File: config.mk
export PLATFORM = sky130hd
export DESIGN_NAME = murmur2_64b_string_hash_core
export DESIGN_NICKNAME = d
export VERILOG_FILES = /design/src/design/mm64b_pkg.sv /design/src/design/mm64b_mul.sv /design/src/design/murmur2_64b_string_hash_core.sv
export SDC_FILE = /design/constraint.sdc
export NUM_CORES = 1
export LEC_CHECK = 0
export BUFFER_PORTS_ARGS = -buffer_cell sky130_fd_sc_hd__buf_2
export CORE_MARGIN = 4
export CORE_UTILIZATION = 25
export DETAILED_ROUTE_END_ITERATION = 6
export GPL_TIMING_DRIVEN = 0
export SYNTH_ARGS = -nofsm -noshare
export SYNTH_HDL_FRONTEND = slang
export SYNTH_SLANG_ARGS = --single-unit
File: constraint.sdc
create_clock -name clock -period 21.7 [get_ports clock]
set_input_delay 3.255 -clock clock [delete_from_list [all_inputs] [get_ports clock]]
set_output_delay 3.255 -clock clock [all_outputs]
set_load 0.05 [all_outputs]
File: src/design/mm64b_pkg.sv
// Shared types and constants for the MurmurHash64B byte-stream hasher.
// No dependencies; imported by every module under design/.
`timescale 1ns / 1ps

package mm64b_pkg;

   // Mixing multiplier and word-mix shift
   localparam logic [31:0] MIX_MUL   = 32'h5bd1e995;
   localparam int unsigned MIX_SHIFT = 24;

   // Finalization shifts, in round order
   localparam int unsigned FIN_SHIFT_A = 18;
   localparam int unsigned FIN_SHIFT_B = 22;
   localparam int unsigned FIN_SHIFT_C = 17;
   localparam int unsigned FIN_SHIFT_D = 19;

   // Register file: one 32-bit register at byte address 0
   localparam int unsigned CSR_ADDR_W  = 3;
   localparam logic        CSR_IDX_SEED = 1'b0;

   typedef struct packed {
      logic [7:0]  data_byte;
      logic        byte_present;
      logic [30:0] key_length;
      logic        last_item;
   } req_payload_type;

   typedef struct packed {
      logic [63:0] hash_wide;
      logic [31:0] hash_narrow;
   } rsp_payload_type;

endpackage

File: src/design/mm64b_mul.sv
// Shared multiply unit: operand times the mixing constant, low 32 bits, registered.
// Depends on mm64b_pkg.
`timescale 1ns / 1ps

module mm64b_mul (
   input  logic        clock,
   input  logic [31:0] operand,
   output logic [31:0] product
);
   import mm64b_pkg::*;

   logic [31:0] product_ff;
   logic [31:0] product_in;

   assign product_in = operand * MIX_MUL;

   always_ff @(posedge clock) begin
      product_ff <= product_in;
   end

   assign product = product_ff;

endmodule

File: src/design/murmur2_64b_string_hash_core.sv
// Top level of the MurmurHash64B byte-stream hasher: sequencer, lanes, CSR, output register.
// Depends on mm64b_pkg and mm64b_mul.
`timescale 1ns / 1ps

// Usage
//   req_*  : one key byte per transfer (valid/stall). The first transfer of a key
//            samples key_length and the hash_seed register; last_item closes the key.
//            A transfer with byte_present low and last_item high on a fresh key
//            hashes the empty key.
//   rsp_*  : one transfer per key, carrying the 64-bit hash and the 32-bit fold.
//   csr_*  : APB-style port, hash_seed at byte address 0; pready is tied high.
//            Write the seed only while the block is idle.
// Timing
//   A byte that does not complete a word leaves the sequencer idle. A byte that
//   completes a 32-bit word goes three times through the single registered
//   multiplier (two mix passes, one lane multiply), then the lane is written
//   back. The last item adds finalization (plus a tail pass with 1-3 leftover
//   bytes), again on the shared multiplier, one pass per round.
//   req_stall is high while the sequencer is busy.
// Reset: synchronous, active high: sequencer idle, no key open, seed 0, no result.
// Back-pressure
//   The result sits in an output register; the next key is accepted while it
//   waits. If a new result is ready while the old one is still stalled, the
//   sequencer holds in its output state until the register frees up.

module murmur2_64b_string_hash_core (
   input  logic                         clock,
   input  logic                         reset,
   input  logic                         req_valid,
   output logic                         req_stall,
   input  mm64b_pkg::req_payload_type   req_data,
   output logic                         rsp_valid,
   input  logic                         rsp_stall,
   output mm64b_pkg::rsp_payload_type   rsp_data,
   input  logic                         csr_psel,
   input  logic                         csr_penable,
   input  logic                         csr_pwrite,
   input  logic [2:0]                   csr_paddr,
   input  logic [31:0]                  csr_pwdata,
   output logic [31:0]                  csr_prdata,
   output logic                         csr_pready
);
   import mm64b_pkg::*;

   // sequencer codes
   localparam logic [3:0] ST_IDLE  = 4'd0;
   localparam logic [3:0] ST_W1    = 4'd1;   // mul(word)
   localparam logic [3:0] ST_W2    = 4'd2;   // mul(p ^ p>>24)
   localparam logic [3:0] ST_W3    = 4'd3;   // keep k, mul(lane)
   localparam logic [3:0] ST_W4    = 4'd4;   // lane = p ^ k
   localparam logic [3:0] ST_FSTART = 4'd5;  // tail check
   localparam logic [3:0] ST_TAILW = 4'd6;   // lane two = p
   localparam logic [3:0] ST_R1    = 4'd7;
   localparam logic [3:0] ST_R2    = 4'd8;
   localparam logic [3:0] ST_R3    = 4'd9;
   localparam logic [3:0] ST_R4    = 4'd10;
   localparam logic [3:0] ST_R5    = 4'd11;
   localparam logic [3:0] ST_FOUT  = 4'd12;  // load output register

   logic [3:0]      state_ff, state_in;
   logic [31:0]     seed_ff, seed_in;
   logic [31:0]     lane1_ff, lane1_in;
   logic [31:0]     lane2_ff, lane2_in;
   logic [23:0]     partial_ff, partial_in;
   logic [1:0]      slot_ff, slot_in;
   logic            nws_ff, nws_in;       // next word goes to lane two
   logic            inside_ff, inside_in; // key open
   logic            last_ff, last_in;
   logic [31:0]     word_ff, word_in;
   logic [31:0]     k_ff, k_in;
   logic            rsp_valid_ff, rsp_valid_in;
   rsp_payload_type rsp_data_ff, rsp_data_in;

   logic            req_acc;
   logic            csr_wr;
   logic            out_free;
   logic [23:0]     eff_partial;
   logic [1:0]      eff_slot;
   logic [31:0]     mul_op;
   logic [31:0]     mul_p;

   mm64b_mul u_mul (
      .clock   (clock),
      .operand (mul_op),
      .product (mul_p)
   );

   assign req_stall = (state_ff != ST_IDLE);
   assign req_acc   = req_valid && !req_stall;
   assign rsp_valid = rsp_valid_ff;
   assign rsp_data  = rsp_data_ff;
   assign out_free  = !rsp_valid_ff || !rsp_stall;

   // CSR: single register, lower address bits ignored
   assign csr_pready = 1'b1;
   assign csr_wr     = csr_psel && csr_penable && csr_pwrite;
   assign csr_prdata = (csr_paddr[2] == CSR_IDX_SEED) ? seed_ff : 32'd0;
   assign seed_in    = (csr_wr && csr_paddr[2] == CSR_IDX_SEED) ? csr_pwdata : seed_ff;

   // a fresh key starts from cleared packing state
   assign eff_partial = inside_ff ? partial_ff : 24'd0;
   assign eff_slot    = inside_ff ? slot_ff : 2'd0;

   always_comb begin
      state_in     = state_ff;
      lane1_in     = lane1_ff;
      lane2_in     = lane2_ff;
      partial_in   = partial_ff;
      slot_in      = slot_ff;
      nws_in       = nws_ff;
      inside_in    = inside_ff;
      last_in      = last_ff;
      word_in      = word_ff;
      k_in         = k_ff;
      rsp_valid_in = rsp_valid_ff && rsp_stall;
      rsp_data_in  = rsp_data_ff;
      mul_op       = 32'd0;

      unique case (state_ff)
         ST_IDLE: begin
            if (req_acc) begin
               inside_in = 1'b1;
               last_in   = req_data.last_item;
               if (!inside_ff) begin
                  lane1_in   = seed_ff ^ {1'b0, req_data.key_length};
                  lane2_in   = 32'd0;
                  partial_in = 24'd0;
                  slot_in    = 2'd0;
                  nws_in     = 1'b0;
               end
               if (req_data.byte_present && eff_slot == 2'd3) begin
                  word_in  = {req_data.data_byte, eff_partial};
                  state_in = ST_W1;
               end else begin
                  if (req_data.byte_present) begin
                     partial_in = eff_partial |
                                  ({16'd0, req_data.data_byte} << {eff_slot, 3'b000});
                     slot_in    = eff_slot + 2'd1;
                  end
                  if (req_data.last_item) begin
                     state_in = ST_FSTART;
                  end
               end
            end
         end
         ST_W1: begin
            mul_op   = word_ff;
            state_in = ST_W2;
         end
         ST_W2: begin
            mul_op   = mul_p ^ (mul_p >> MIX_SHIFT);
            state_in = ST_W3;
         end
         ST_W3: begin
            k_in     = mul_p;
            mul_op   = nws_ff ? lane2_ff : lane1_ff;
            state_in = ST_W4;
         end
         ST_W4: begin
            if (nws_ff) begin
               lane2_in = mul_p ^ k_ff;
            end else begin
               lane1_in = mul_p ^ k_ff;
            end
            nws_in     = !nws_ff;
            partial_in = 24'd0;
            slot_in    = 2'd0;
            state_in   = last_ff ? ST_FSTART : ST_IDLE;
         end
         ST_FSTART: begin
            if (slot_ff != 2'd0) begin
               mul_op   = lane2_ff ^ {8'd0, partial_ff};
               state_in = ST_TAILW;
            end else begin
               state_in = ST_R1;
            end
         end
         ST_TAILW: begin
            lane2_in = mul_p;
            state_in = ST_R1;
         end
         ST_R1: begin
            mul_op   = lane1_ff ^ (lane2_ff >> FIN_SHIFT_A);
            state_in = ST_R2;
         end
         ST_R2: begin
            lane1_in = mul_p;
            mul_op   = lane2_ff ^ (mul_p >> FIN_SHIFT_B);
            state_in = ST_R3;
         end
         ST_R3: begin
            lane2_in = mul_p;
            mul_op   = lane1_ff ^ (mul_p >> FIN_SHIFT_C);
            state_in = ST_R4;
         end
         ST_R4: begin
            lane1_in = mul_p;
            mul_op   = lane2_ff ^ (mul_p >> FIN_SHIFT_D);
            state_in = ST_R5;
         end
         ST_R5: begin
            lane2_in = mul_p;
            state_in = ST_FOUT;
         end
         ST_FOUT: begin
            if (out_free) begin
               rsp_valid_in            = 1'b1;
               rsp_data_in.hash_wide   = {lane1_ff, lane2_ff};
               rsp_data_in.hash_narrow = lane1_ff ^ lane2_ff;
               partial_in              = 24'd0;
               slot_in                 = 2'd0;
               nws_in                  = 1'b0;
               inside_in               = 1'b0;
               state_in                = ST_IDLE;
            end
         end
         default: begin
            state_in = ST_IDLE;
         end
      endcase
   end

   always_ff @(posedge clock) begin
      if (reset) begin
         state_ff     <= ST_IDLE;
         seed_ff      <= 32'd0;
         lane1_ff     <= 32'd0;
         lane2_ff     <= 32'd0;
         partial_ff   <= 24'd0;
         slot_ff      <= 2'd0;
         nws_ff       <= 1'b0;
         inside_ff    <= 1'b0;
         last_ff      <= 1'b0;
         rsp_valid_ff <= 1'b0;
      end else begin
         state_ff     <= state_in;
         seed_ff      <= seed_in;
         lane1_ff     <= lane1_in;
         lane2_ff     <= lane2_in;
         partial_ff   <= partial_in;
         slot_ff      <= slot_in;
         nws_ff       <= nws_in;
         inside_ff    <= inside_in;
         last_ff      <= last_in;
         rsp_valid_ff <= rsp_valid_in;
      end
   end

   always_ff @(posedge clock) begin
      word_ff     <= word_in;
      k_ff        <= k_in;
      rsp_data_ff <= rsp_data_in;
   end

   // a closing item that completes no word goes straight to finalization
   a_last_to_fin: assert property (@(posedge clock) disable iff (reset)
      req_acc && req_data.last_item &&
      !(req_data.byte_present && eff_slot == 2'd3) |=> state_ff == ST_FSTART)
      else $error("closing item did not start finalization");

   // an ordinary byte is absorbed with the sequencer staying idle
   a_byte_one_cycle: assert property (@(posedge clock) disable iff (reset)
      req_acc && !req_data.last_item &&
      !(req_data.byte_present && eff_slot == 2'd3) |=> state_ff == ST_IDLE)
      else $error("non-word byte kept the sequencer busy");

   // lane write-back leaves the packer empty
   a_word_clears_slot: assert property (@(posedge clock) disable iff (reset)
      state_ff == ST_W4 |=> slot_ff == 2'd0 && partial_ff == 24'd0)
      else $error("packer not cleared after word mix");

   // a result appears only out of the output state
   a_rsp_from_fout: assert property (@(posedge clock) disable iff (reset)
      $rose(rsp_valid_ff) |-> $past(state_ff) == ST_FOUT)
      else $error("result raised outside output state");

endmodule
==> summary.md, run 1 <==
| Metric | Value |
|---|---|
| Synth area leaders | `edfxtp_1, fa_1, dfxtp_1` |
| Vias in the first global route | `18291` |
| Top cell type's share of synthesized area | `0.208` |
| Slew at the pin closest to its max-slew limit | `1420 ps` |
| GPL Wtd Cong | `roughly 0.94` |
| Count of cell types in the netlist | `between 70 and 80` |
| #FFs+latches synth | `between 300 and 400` |
| Effective utilization at floorplan | `0.252` |
| Setup crit start | `state_ff[2]` |
| CP Capture Type | `flop` |
| Final hold violations | `0` |
| TritonCTS Buffers | `30` |
| Final setup viols | `0` |
| Fin. max-slew vios | `0` |
| Synthesized Nets | `2824` |
| Rows | `about 110` |
| Worst r2r src | `state_ff[2]` |
| Post-CTS Repair Setup Buffers | `0` |
| Crit Path Max Fanout | `27` |
| Hold Buf Count CTS | `0` |
| Top Ports | `~210` |
| DRC violations left | `0` |
| Critical path type | `flop to flop` |
| Largest net degree at the start of global routing | `33` |
| # port buffers | `209` |
| Post-synth EDFFs | `160` |
| CP required | `~22000 ps` |
| Pre-antenna DRT Iters | `6` |
| Post-layout min period | `a little over 10000 ps` |
| Drt initial violations | `1720` |
| Die Ht | `about 310 um` |
| Vias per std cell | `between 4 and 5` |
| Layout cells sized above 1 | `0.124` |
| CTS tree | `done` |
| Post-CTS sizing | `0` |
| Initial antenna violation count | `5` |
| Total core area | `roughly 92000 um^2` |
| Critical-path top delay cell | `a2111oi_0` |
| Skew final | `slightly below 30 ps` |
| WL final | `a little under 80000 um` |
| Hold_sp | `seed_ff[21]` |
| RSZ-0062 raised after global routing | `no` |
| YS warnings | `0` |
| Final net count | `approximately 3100` |
| Worst EP arrival | `~11000 ps` |
| Cell taking the most area after synthesis | `edfxtp_1` |
| Critical path launch point type | `flop` |
| MaxCap Viol Count | `0` |
| List of most frequent post-synthesis cells | `inv_1, ha_1, nor2_1` |
| Total track usage | `0.155` |
| Status | `complete, no violations` |
| Final cell count without fillers | `about 3800` |
| H-tree levels | `1` |
| Clock buffer depth | `3` |
| Period utilization | `0.467` |
| Share of flip-flops with an asynchronous set or reset | `0` |
| Clk slew on worst S/H paths | `70 ps` |
| Placed Cells incl. Taps | `3751` |
| CP max stage delay | `1230 ps` |
| Mapped Area | `between 20000 and 25000 um^2` |
| Mapped Cells | `~2300` |
| Die area | `97300 um^2` |
| Crit-path most repeated cell | `inv_1` |
| Wire length per cell | `20.4 um` |
| Antenna-violating nets left | `0` |
| Slew HR | `0.0315` |
| Clock Latency Late Sink | `a little over 600 ps` |
| Via count | `18310` |
| Syn-to-layout area delta | `16.2%` |
| Grt ovf | `0` |
| Prevailing post-synth register cell | `dfxtp_1` |
| Sequential area share after synthesis | `0.349` |
| Mean Syn Cell Area | `between 9 and 10 um^2` |
| First-pass GRT wire length | `roughly 120000 um` |
| Highest Clock Rate | `slightly below 100 MHz` |
| Sink Count | `around 320` |
| Hpwl dp | `between 60000 and 70000 um` |
| Hold/Removal Path Class | `flop to flop` |
| Most common cell in the synthesized netlist | `inv_1` |
| Die W | `a little over 300 um` |
| Final TNS setup | `0 ps` |
| Root buffer cell | `clkbuf_16` |
==> per-layer routing <==
layer | track usage | wire, um | up-vias
met5 | 0 | 26 | -
li1 | - | - | 8456
met1 | 0.197 | 31400 | 8896
met4 | 0.0650 | 3900 | 4
met3 | 0.0226 | 5750 | 178
met2 | 0.263 | 36500 | 776
==> critical path, delay by kind of cell, from the launching register on <==
kind	cells	cell delay (ps)
adder cells (fa/ha/maj)	9	3910
buffers and inverters	10	1860
flip-flops	1	310
AO/OA/AOI/OAI	10	3390
AND/OR/NAND/NOR	3	510
==> layout make-up <==
type	count	area, um^2
plain buffers	115	478
flip-flops and latches	322	8050
multi-input cells	1551	13300
clock buffers	41	888
repair buffers	222	1200
diodes	1	2.50
well taps	1186	1480
clock inverters	15	143
inverters	355	1330
fillers	9614	64800
==> sequential cells by signal, indices dropped and copies added (netlist names) <==
name and cells:
rsp_valid 1, word_ff 32, partial_ff 24, nws_ff 1
last_ff 1, u_mul.product 32, inside_ff 1, seed_ff 32
k_ff 32, state_ff 4, slot_ff 2, rsp_data 96
lane1_ff 32, lane2_ff 32
==> through the flow <==
| stage | setup slack, ps | area [um^2] | hold slack, ps | util |
|---|---|---|---|---|
| 6_report | 11570 | 26800 | 480 | 0.293 |
| 5_1_grt | 11130 | 26800 | 499 | 0.293 |
| 4_1_cts | 11710 | 26800 | 481 | 0.293 |
| 3_5_place_dp | 11730 | 25800 | 471 | 0.281 |
| 3_3_place_gp | 10560 | 25600 | 464 | 0.280 |
| 2_1_floorplan | 13050 | 23100 | 406 | - |
==> kinds of logic after synthesis <==
kind of cell | synth area share
buffers and inverters | 0.0784
XOR/XNOR | 0.0506
other | 0.000162
adder cells (fa/ha/maj) | 0.275
AND/OR/NAND/NOR | 0.111
flip-flops | 0.349
AO/OA/AOI/OAI | 0.135
multiplexers | 0.00179
==> layout by cell type (no fill, tap or decap), types with 6 or more instances in the layout <==
| master | netlist | routed |
|---|---|---|
| a21o_1 | 9 | 9 |
| a21oi_1 | 156 | 155 |
| a221oi_1 | 18 | 18 |
| a222oi_1 | 22 | 22 |
| a22oi_1 | 12 | 12 |
| a311oi_1 | 32 | 32 |
| a31oi_1 | 6 | 6 |
| and2_1 | 27 | 27 |
| and3_1 | 7 | 7 |
| buf_1 | 9 | 9 |
| buf_2 | 13 | 223 |
| buf_4 | 2 | 8 |
| clkbuf_1 | 88 | 91 |
| clkbuf_16 | 0 | 32 |
| clkinv_2 | 0 | 6 |
| dfxtp_1 | 162 | 162 |
| edfxtp_1 | 160 | 160 |
| fa_1 | 181 | 181 |
| ha_1 | 217 | 217 |
| inv_1 | 355 | 355 |
| nand2_1 | 126 | 126 |
| nand2b_1 | 6 | 6 |
| nand3_1 | 18 | 18 |
| nand3b_1 | 34 | 34 |
| nor2_1 | 207 | 205 |
| nor2b_1 | 47 | 47 |
| nor3_1 | 41 | 41 |
| o211ai_1 | 36 | 36 |
| o21ai_0 | 113 | 113 |
| o21bai_1 | 8 | 8 |
| o221a_2 | 8 | 8 |
| o221ai_1 | 11 | 11 |
| xnor2_1 | 76 | 76 |
| xor2_1 | 51 | 51 |
==> path summary, 6_finish.rpt <==
check | endpoint | slack [ps] | depth (start not counted)
max | u_mul.product[24] | 11570 | 32
min | seed_ff[21] | 480 | 2
max reg2reg | u_mul.product[24] | 11570 | 32
min reg2reg | seed_ff[21] | 480 | 2
Power of run 1 is left out: the tool's default activity adds up to more than one toggle a clock period on the data nets, which glitch-free logic cannot reach.
==> run 2: changes to the inputs <==
--- a/config.mk
+++ b/config.mk
@@ -5,6 +5,7 @@
 export SDC_FILE = /design/constraint.sdc
 export NUM_CORES = 1
 export LEC_CHECK = 0
+export ABC_AREA = 1
 export BUFFER_PORTS_ARGS = -buffer_cell sky130_fd_sc_hd__buf_2
 export CORE_MARGIN = 4
 export CORE_UTILIZATION = 25
==> constraint.sdc (replaced) <==
create_clock -name clock -period 10.1 [get_ports clock]
set_input_delay 1.515 -clock clock [delete_from_list [all_inputs] [get_ports clock]]
set_output_delay 1.515 -clock clock [all_outputs]
set_load 0.05 [all_outputs]
==> run 2 against run 1 <==
Net effect:
- core utilization rose by 0.16 points
- final cell count rose by 13%
- via count rose by 11%
- non-clock buffer count fell by 12
- critical endpoint is now u_mul.product[29]
==> summary.md, run 2 <==
| Metric | Value |
|---|---|
| Total core area | `95200 um^2 (was 91700 um^2)` |
| Sink Count | `322 (unchanged)` |
| Layout Utilization | `0.294 (was 0.293)` |
| Die area | `101000 um^2 (was 97300 um^2)` |
| Initial antenna violation count | `4 (was 5)` |
| DRC violations left | `0 (unchanged)` |
| Top cell type's share of synthesized area | `0.200 (was 0.208)` |
| Clock Latency Late Sink | `620 ps (was 610 ps)` |
| Prevailing post-synth register cell | `dfxtp_1 (unchanged)` |
| First-pass GRT wire length | `131000 um (was 116000 um)` |
| Final cell count without fillers | `4313 (was 3808)` |
| Largest net degree at the start of global routing | `42 (was 33)` |
| Hold/Removal Path Class | `flop to flop (unchanged)` |
| Post-CTS sizing | `0 (unchanged)` |
| Mapped Cells | `2759 (was 2343)` |
| Commonest non-fill, non-tap cell in the layout | `inv_1 (unchanged)` |
| Post-layout min period | `9540 ps (was 10130 ps)` |
| Mapped Area | `24000 um^2 (was 23100 um^2)` |
| Clk slew on worst S/H paths | `70 ps (about the same)` |
| Mean Syn Cell Area | `8.71 um^2 (was 9.86 um^2)` |
| Highest Clock Rate | `105 MHz (was 98.7 MHz)` |
| Period utilization | `0.945 (was 0.467)` |
| Placed Cells incl. Taps | `4245 (was 3751)` |
| GPL Wtd Cong | `1.02 (was 0.937)` |
| Wire length per cell | `20.9 um (was 20.4 um)` |
| Total track usage | `0.172 (was 0.155)` |
| Slew HR | `0.0462 (was 0.0315)` |
| Sequential area share after synthesis | `0.335 (was 0.349)` |
| Status | `complete, no violations (unchanged)` |
| Hold Buf Count CTS | `0 (unchanged)` |
| Final net count | `3504 (was 3078)` |
| Skew final | `19.8 ps (was 29.8 ps)` |
| Pre-antenna DRT Iters | `6 (unchanged)` |
| Worst EP arrival | `10070 ps (was 10560 ps)` |
| List of most frequent post-synthesis cells | `inv_1, nand2_1, ha_1 (was inv_1, ha_1, nor2_1)` |
| Effective utilization at floorplan | `0.253 (was 0.252)` |
| Critical path launch point type | `flop (unchanged)` |
| Hpwl dp | `73200 um (was 62100 um)` |
| Die Ht | `318 um (was 312 um)` |
| MaxCap Viol Count | `0 (unchanged)` |
| CP max stage delay | `1110 ps (was 1230 ps)` |
| Via count | `20312 (was 18310)` |
| Vias in the first global route | `20188 (was 18291)` |
| Crit Path Max Fanout | `10 (was 27)` |
| Root buffer cell | `clkbuf_16 (unchanged)` |
| Rows | `113 (was 111)` |
| R2R depth | `29 (was 32)` |
| CTS tree | `done (unchanged)` |
| YS warnings | `0 (unchanged)` |
| Synthesized Nets | `3240 (was 2824)` |
| Count of cell types in the netlist | `49 (was 74)` |
| Hold path depth | `0 (was 2)` |
| Drt initial violations | `1948 (was 1720)` |
| Most frequent cells in the layout | `inv_1, nand2_1, buf_2 (was inv_1, buf_2, ha_1)` |
| Final TNS setup | `0 ps (unchanged)` |
| H-tree levels | `1 (unchanged)` |
| Hold WS | `429 ps (was 480 ps)` |
| Critical path type | `flop to flop (unchanged)` |
| #FFs+latches synth | `322 (unchanged)` |
| Final hold violations | `0 (unchanged)` |
| Most common cell in the synthesized netlist | `inv_1 (unchanged)` |
| Final setup viols | `0 (unchanged)` |
| Cell taking the most area after synthesis | `edfxtp_1 (unchanged)` |
| Slew at the pin closest to its max-slew limit | `1430 ps (was 1420 ps)` |
| Post-synth EDFFs | `160 (unchanged)` |
| RSZ-0062 raised after global routing | `no (unchanged)` |
| Top Ports | `214 (unchanged)` |
| Antenna-violating nets left | `0 (unchanged)` |
| Synth area leaders | `edfxtp_1, fa_1, dfxtp_1 (unchanged)` |
| # port buffers | `208 (was 209)` |
| Syn-to-layout area delta | `16.6% (was 16.2%)` |
| Vias per std cell | `4.71 (was 4.81)` |
| N_diodes | `0 (was 1)` |
| Critical-path top delay cell | `nor4_1 (was a2111oi_0)` |
| CP required | `10630 ps (was 22130 ps)` |
| CP Capture Type | `flop (unchanged)` |
| TritonCTS Buffers | `31 (was 30)` |
| Crit-path most repeated cell | `fa_1 (was inv_1)` |
| Clock buffer depth | `3 (unchanged)` |
| Die W | `318 um (was 312 um)` |
| Share of flip-flops with an asynchronous set or reset | `0 (unchanged)` |
| Grt ovf | `0 (unchanged)` |
| Max reg flops | `96 (unchanged)` |
| WL final | `90000 um (was 77500 um)` |
| Layout cells sized above 1 | `0.109 (was 0.124)` |
| Fin. max-slew vios | `0 (unchanged)` |
## run 2: cell count changes after synthesis, sizes merged, moves of 47 or more
cell,delta
nor2,-65
nand3,+60
o21ai,+83
nor2b,-47
xor2,+76
inv,+195
nand2,+380
## run 2: per-layer routing
metal / global-route usage / part of all wire / wire, um / vias up
met4: 0.0941 / 0.064 / 5770 / 2
li1: - / - / - / 9380
met5: 0 / 0.00014 / 13 / -
met1: 0.211 / 0.40 / 35900 / 9867
met3: 0.0200 / 0.062 / 5620 / 220
met2: 0.296 / 0.47 / 42700 / 843
## run 2: cell type report
class	instances	area (um^2)
clock inverters	20	229
fillers	10080	67100
flip-flops and latches	322	8050
clock buffers	38	812
repair buffers	231	1310
well taps	1265	1580
plain buffers	94	378
multi-input cells	1790	13600
inverters	553	2080
## run 2: critical path: cells and delay by family (launching register included)
| family | cells | cell delay (ps) |
|---|---|---|
| compound gates | 2 | 390 |
| buf+inv | 7 | 1680 |
| xor+xnor | 1 | 170 |
| simple gates | 10 | 2690 |
| fa+ha+maj | 9 | 4030 |
| flops | 1 | 500 |
## run 2: cell families (layout without fill, tap and decap cells)
| family | after synthesis | count (layout) | synth area share |
|---|---|---|---|
| AOI/OAI and AO/OA | 466 | 466 | 0.111 |
| other | 1 | 1 | 0.000156 |
| xor gates and xnor gates | 160 | 160 | 0.0583 |
| adders and majority gates | 398 | 398 | 0.264 |
| and+or+nand+nor | 765 | 765 | 0.130 |
| DFF | 322 | 322 | 0.335 |
| buffers and inverters | 647 | 936 | 0.102 |
## run 2: timing repair
| action | 4_1_cts | 5_1_grt |
|---|---|---|
| endpoints found under the hold margin | 0 | 0 |
| setup endpoints to repair | 0 | 3 |
| buffers inserted | 0 | 9 |
## run 2: metrics by stage
step | worst slack (ps) | instance area, um^2
detailed placement | 297 | 26900
floorplan | 2270 | 24000
global placement | -485 | 26700
global route | 246 | 28000
finish | 558 | 28000
CTS | 257 | 27900
## run 2: worst paths after layout
check               startpoint                end  slack [ps]
setup / recovery   state_ff[1]  u_mul.product[29]         560
hold / removal    lane2_ff[31]       rsp_data[63]         430
setup reg to reg   state_ff[1]  u_mul.product[29]         560
hold reg to reg   lane2_ff[31]       rsp_data[63]         430
Power of run 2 is left out for the same reason.
==> run 3: changes to the inputs <==
--- a/config.mk
+++ b/config.mk
@@ -11,6 +11,7 @@
 export CORE_UTILIZATION = 25
 export DETAILED_ROUTE_END_ITERATION = 6
 export GPL_TIMING_DRIVEN = 0
+export PLACE_DENSITY = 0.46
 export SYNTH_ARGS = -nofsm -noshare
 export SYNTH_HDL_FRONTEND = slang
 export SYNTH_SLANG_ARGS = --single-unit
==> run 3 against run 2 <==
Net effect:
- non-clock buffer count is 5 higher
- critical path type unchanged
- worst setup slack improved by 170 ps
- sequential cell count unchanged
- worst hold slack improved by 0.88 ps
- register-to-register slack improved by 170 ps
- clock skew decreased by 1.4 ps
- first-iteration DRC count is 24% lower
==> summary.md, run 3 (synthesized netlist as in run 2, its figures left out) <==
| Metric | Value |
|---|---|
| Status | `complete, no violations (unchanged)` |
| Period utilization | `0.928 (was 0.945)` |
| Max reg flops | `96 (unchanged)` |
| Critical-path top delay cell | `buf_1 (was nor4_1)` |
| Via count | `19959 (was 20312)` |
| Grt ovf | `0 (unchanged)` |
| N_diodes | `0 (unchanged)` |
| Hold/Removal Path Class | `flop to flop (unchanged)` |
| Drt initial violations | `1473 (was 1948)` |
| Rows | `113 (unchanged)` |
| Placed cell area | `26900 um^2 (about the same)` |
| Critical path launch point type | `flop (unchanged)` |
| Highest Clock Rate | `107 MHz (was 105 MHz)` |
| Hpwl dp | `75000 um (was 73200 um)` |
| Root buffer cell | `clkbuf_16 (unchanged)` |
| Top Ports | `214 (unchanged)` |
| Vias in the first global route | `19698 (was 20188)` |
| RSZ-0062 raised after global routing | `no (unchanged)` |
| CP max stage delay | `690 ps (was 1110 ps)` |
| Slew HR | `0.0177 (was 0.0462)` |
| Die W | `318 um (unchanged)` |
| Largest net degree at the start of global routing | `42 (unchanged)` |
| Dpl ws | `84.4 ps (was 297 ps)` |
| Effective utilization at floorplan | `0.253 (unchanged)` |
| Pre-antenna DRT Iters | `7 (was 6)` |
| # port buffers | `208 (unchanged)` |
| Die Ht | `318 um (unchanged)` |
| Sink Count | `322 (unchanged)` |
| Vias per std cell | `4.62 (was 4.71)` |
| Syn-to-layout area delta | `17.0% (was 16.6%)` |
| Layout cells sized above 1 | `0.112 (was 0.109)` |
| Clock buffer depth | `3 (unchanged)` |
| CP Capture Type | `flop (unchanged)` |
| Most frequent cells in the layout | `inv_1, nand2_1, buf_2 (unchanged)` |
| Total core area | `95200 um^2 (unchanged)` |
| Crit Path Max Fanout | `10 (unchanged)` |
| Clock Latency Late Sink | `540 ps (was 620 ps)` |
| MaxCap Viol Count | `0 (unchanged)` |
| Skew final | `18.4 ps (was 19.8 ps)` |
| CP required | `10560 ps (was 10630 ps)` |
| Design area | `28100 um^2 (was 28000 um^2)` |
| Final net count | `3512 (was 3504)` |
| Antenna-violating nets left | `0 (unchanged)` |
| Fin worst setup slack | `728 ps (was 558 ps)` |
| H-tree levels | `2 (was 1)` |
| TritonCTS Buffers | `34 (was 31)` |
| Critical path type | `flop to flop (unchanged)` |
| Clk slew on worst S/H paths | `60 ps (was 70 ps)` |
| Placed Cells incl. Taps | `4245 (unchanged)` |
| Hold Buf Count CTS | `0 (unchanged)` |
| CTS tree | `done (unchanged)` |
| Post-CTS Repair Setup Buffers | `0 (unchanged)` |
| Fin. max-slew vios | `0 (unchanged)` |
| Post-CTS sizing | `0 (unchanged)` |
| Total track usage | `0.177 (was 0.172)` |
| GPL Wtd Cong | `0.962 (was 1.02)` |
| Wire length per cell | `21.3 um (was 20.9 um)` |
| Worst EP arrival | `9830 ps (was 10070 ps)` |
| Initial antenna violation count | `3 (was 4)` |
| Crit-path most repeated cell | `fa_1 (unchanged)` |
| Final setup viols | `0 (unchanged)` |
| Final hold violations | `0 (unchanged)` |
| Final cell count without fillers | `4322 (was 4313)` |
| DRC violations left | `0 (unchanged)` |
| Commonest non-fill, non-tap cell in the layout | `inv_1 (unchanged)` |
| Die area | `101000 um^2 (unchanged)` |
| Post-layout min period | `9370 ps (was 9540 ps)` |
| WL final | `92100 um (was 90000 um)` |
| First-pass GRT wire length | `134000 um (was 131000 um)` |
| Slew at the pin closest to its max-slew limit | `1470 ps (was 1430 ps)` |
-- run 3: cell types whose count changed in the layout (fill, tap and decap cells not counted), moves of 2 or more --
cell	previous run	this run
clkbuf_1	83	85
clkbuf_16	31	35
clkbuf_8	1	3
buf_4	16	21
clkinv_4	6	1
-- run 3: layer usage --
layer | share of wire | vias up | global-route usage | wire length, um
met5 | 0 | - | 0 | 0
met4 | 0.051 | 0 | 0.0789 | 4660
met3 | 0.045 | 162 | 0.0155 | 4140
met2 | 0.48 | 644 | 0.304 | 44200
met1 | 0.42 | 9760 | 0.228 | 39100
li1 | - | 9393 | - | -
-- run 3: final timing paths --
kind / from / to / slack [ps] / cells past startpoint
worst max-delay path: state_ff[1] / u_mul.product[29] / 730 / 31
worst min-delay path: lane1_ff[3] / rsp_data[67] / 430 / 0
worst max register to register: state_ff[1] / u_mul.product[29] / 730 / 31
worst min register to register: lane1_ff[3] / rsp_data[67] / 430 / 0
-- run 3: stage by stage --
stage / util / TNS [ps] / hold WS [ps]
final: 0.296 / 0 / 430
after global routing: 0.296 / 0 / 449
after floorplan: - / 0 / 406
after global placement: 0.280 / -2330 / 410
after CTS: 0.294 / 0 / 432
after detailed placement: 0.283 / 0 / 414
-- run 3: final cells by class --
class                      count  area, um^2
tap                         1265        1580
fill                       10183       67000
sequential                   322        8050
timing repair buffer         236        1330
clock buffer                  46         947
clock inverter                16         169
buffer                        94         378
inverter                     553        2080
multi-input combinational   1790       13600
-- run 3: worst max-delay path, delay by kind of cell (launching register included) --
family | cells | cell delay (ps)
XOR/XNOR | 1 | 180
flip-flops | 1 | 510
AO/OA/AOI/OAI | 4 | 1330
adder cells (fa/ha/maj) | 9 | 4210
buffers and inverters | 8 | 1530
AND/OR/NAND/NOR | 9 | 1520
Power of run 3 is left out for the same reason.
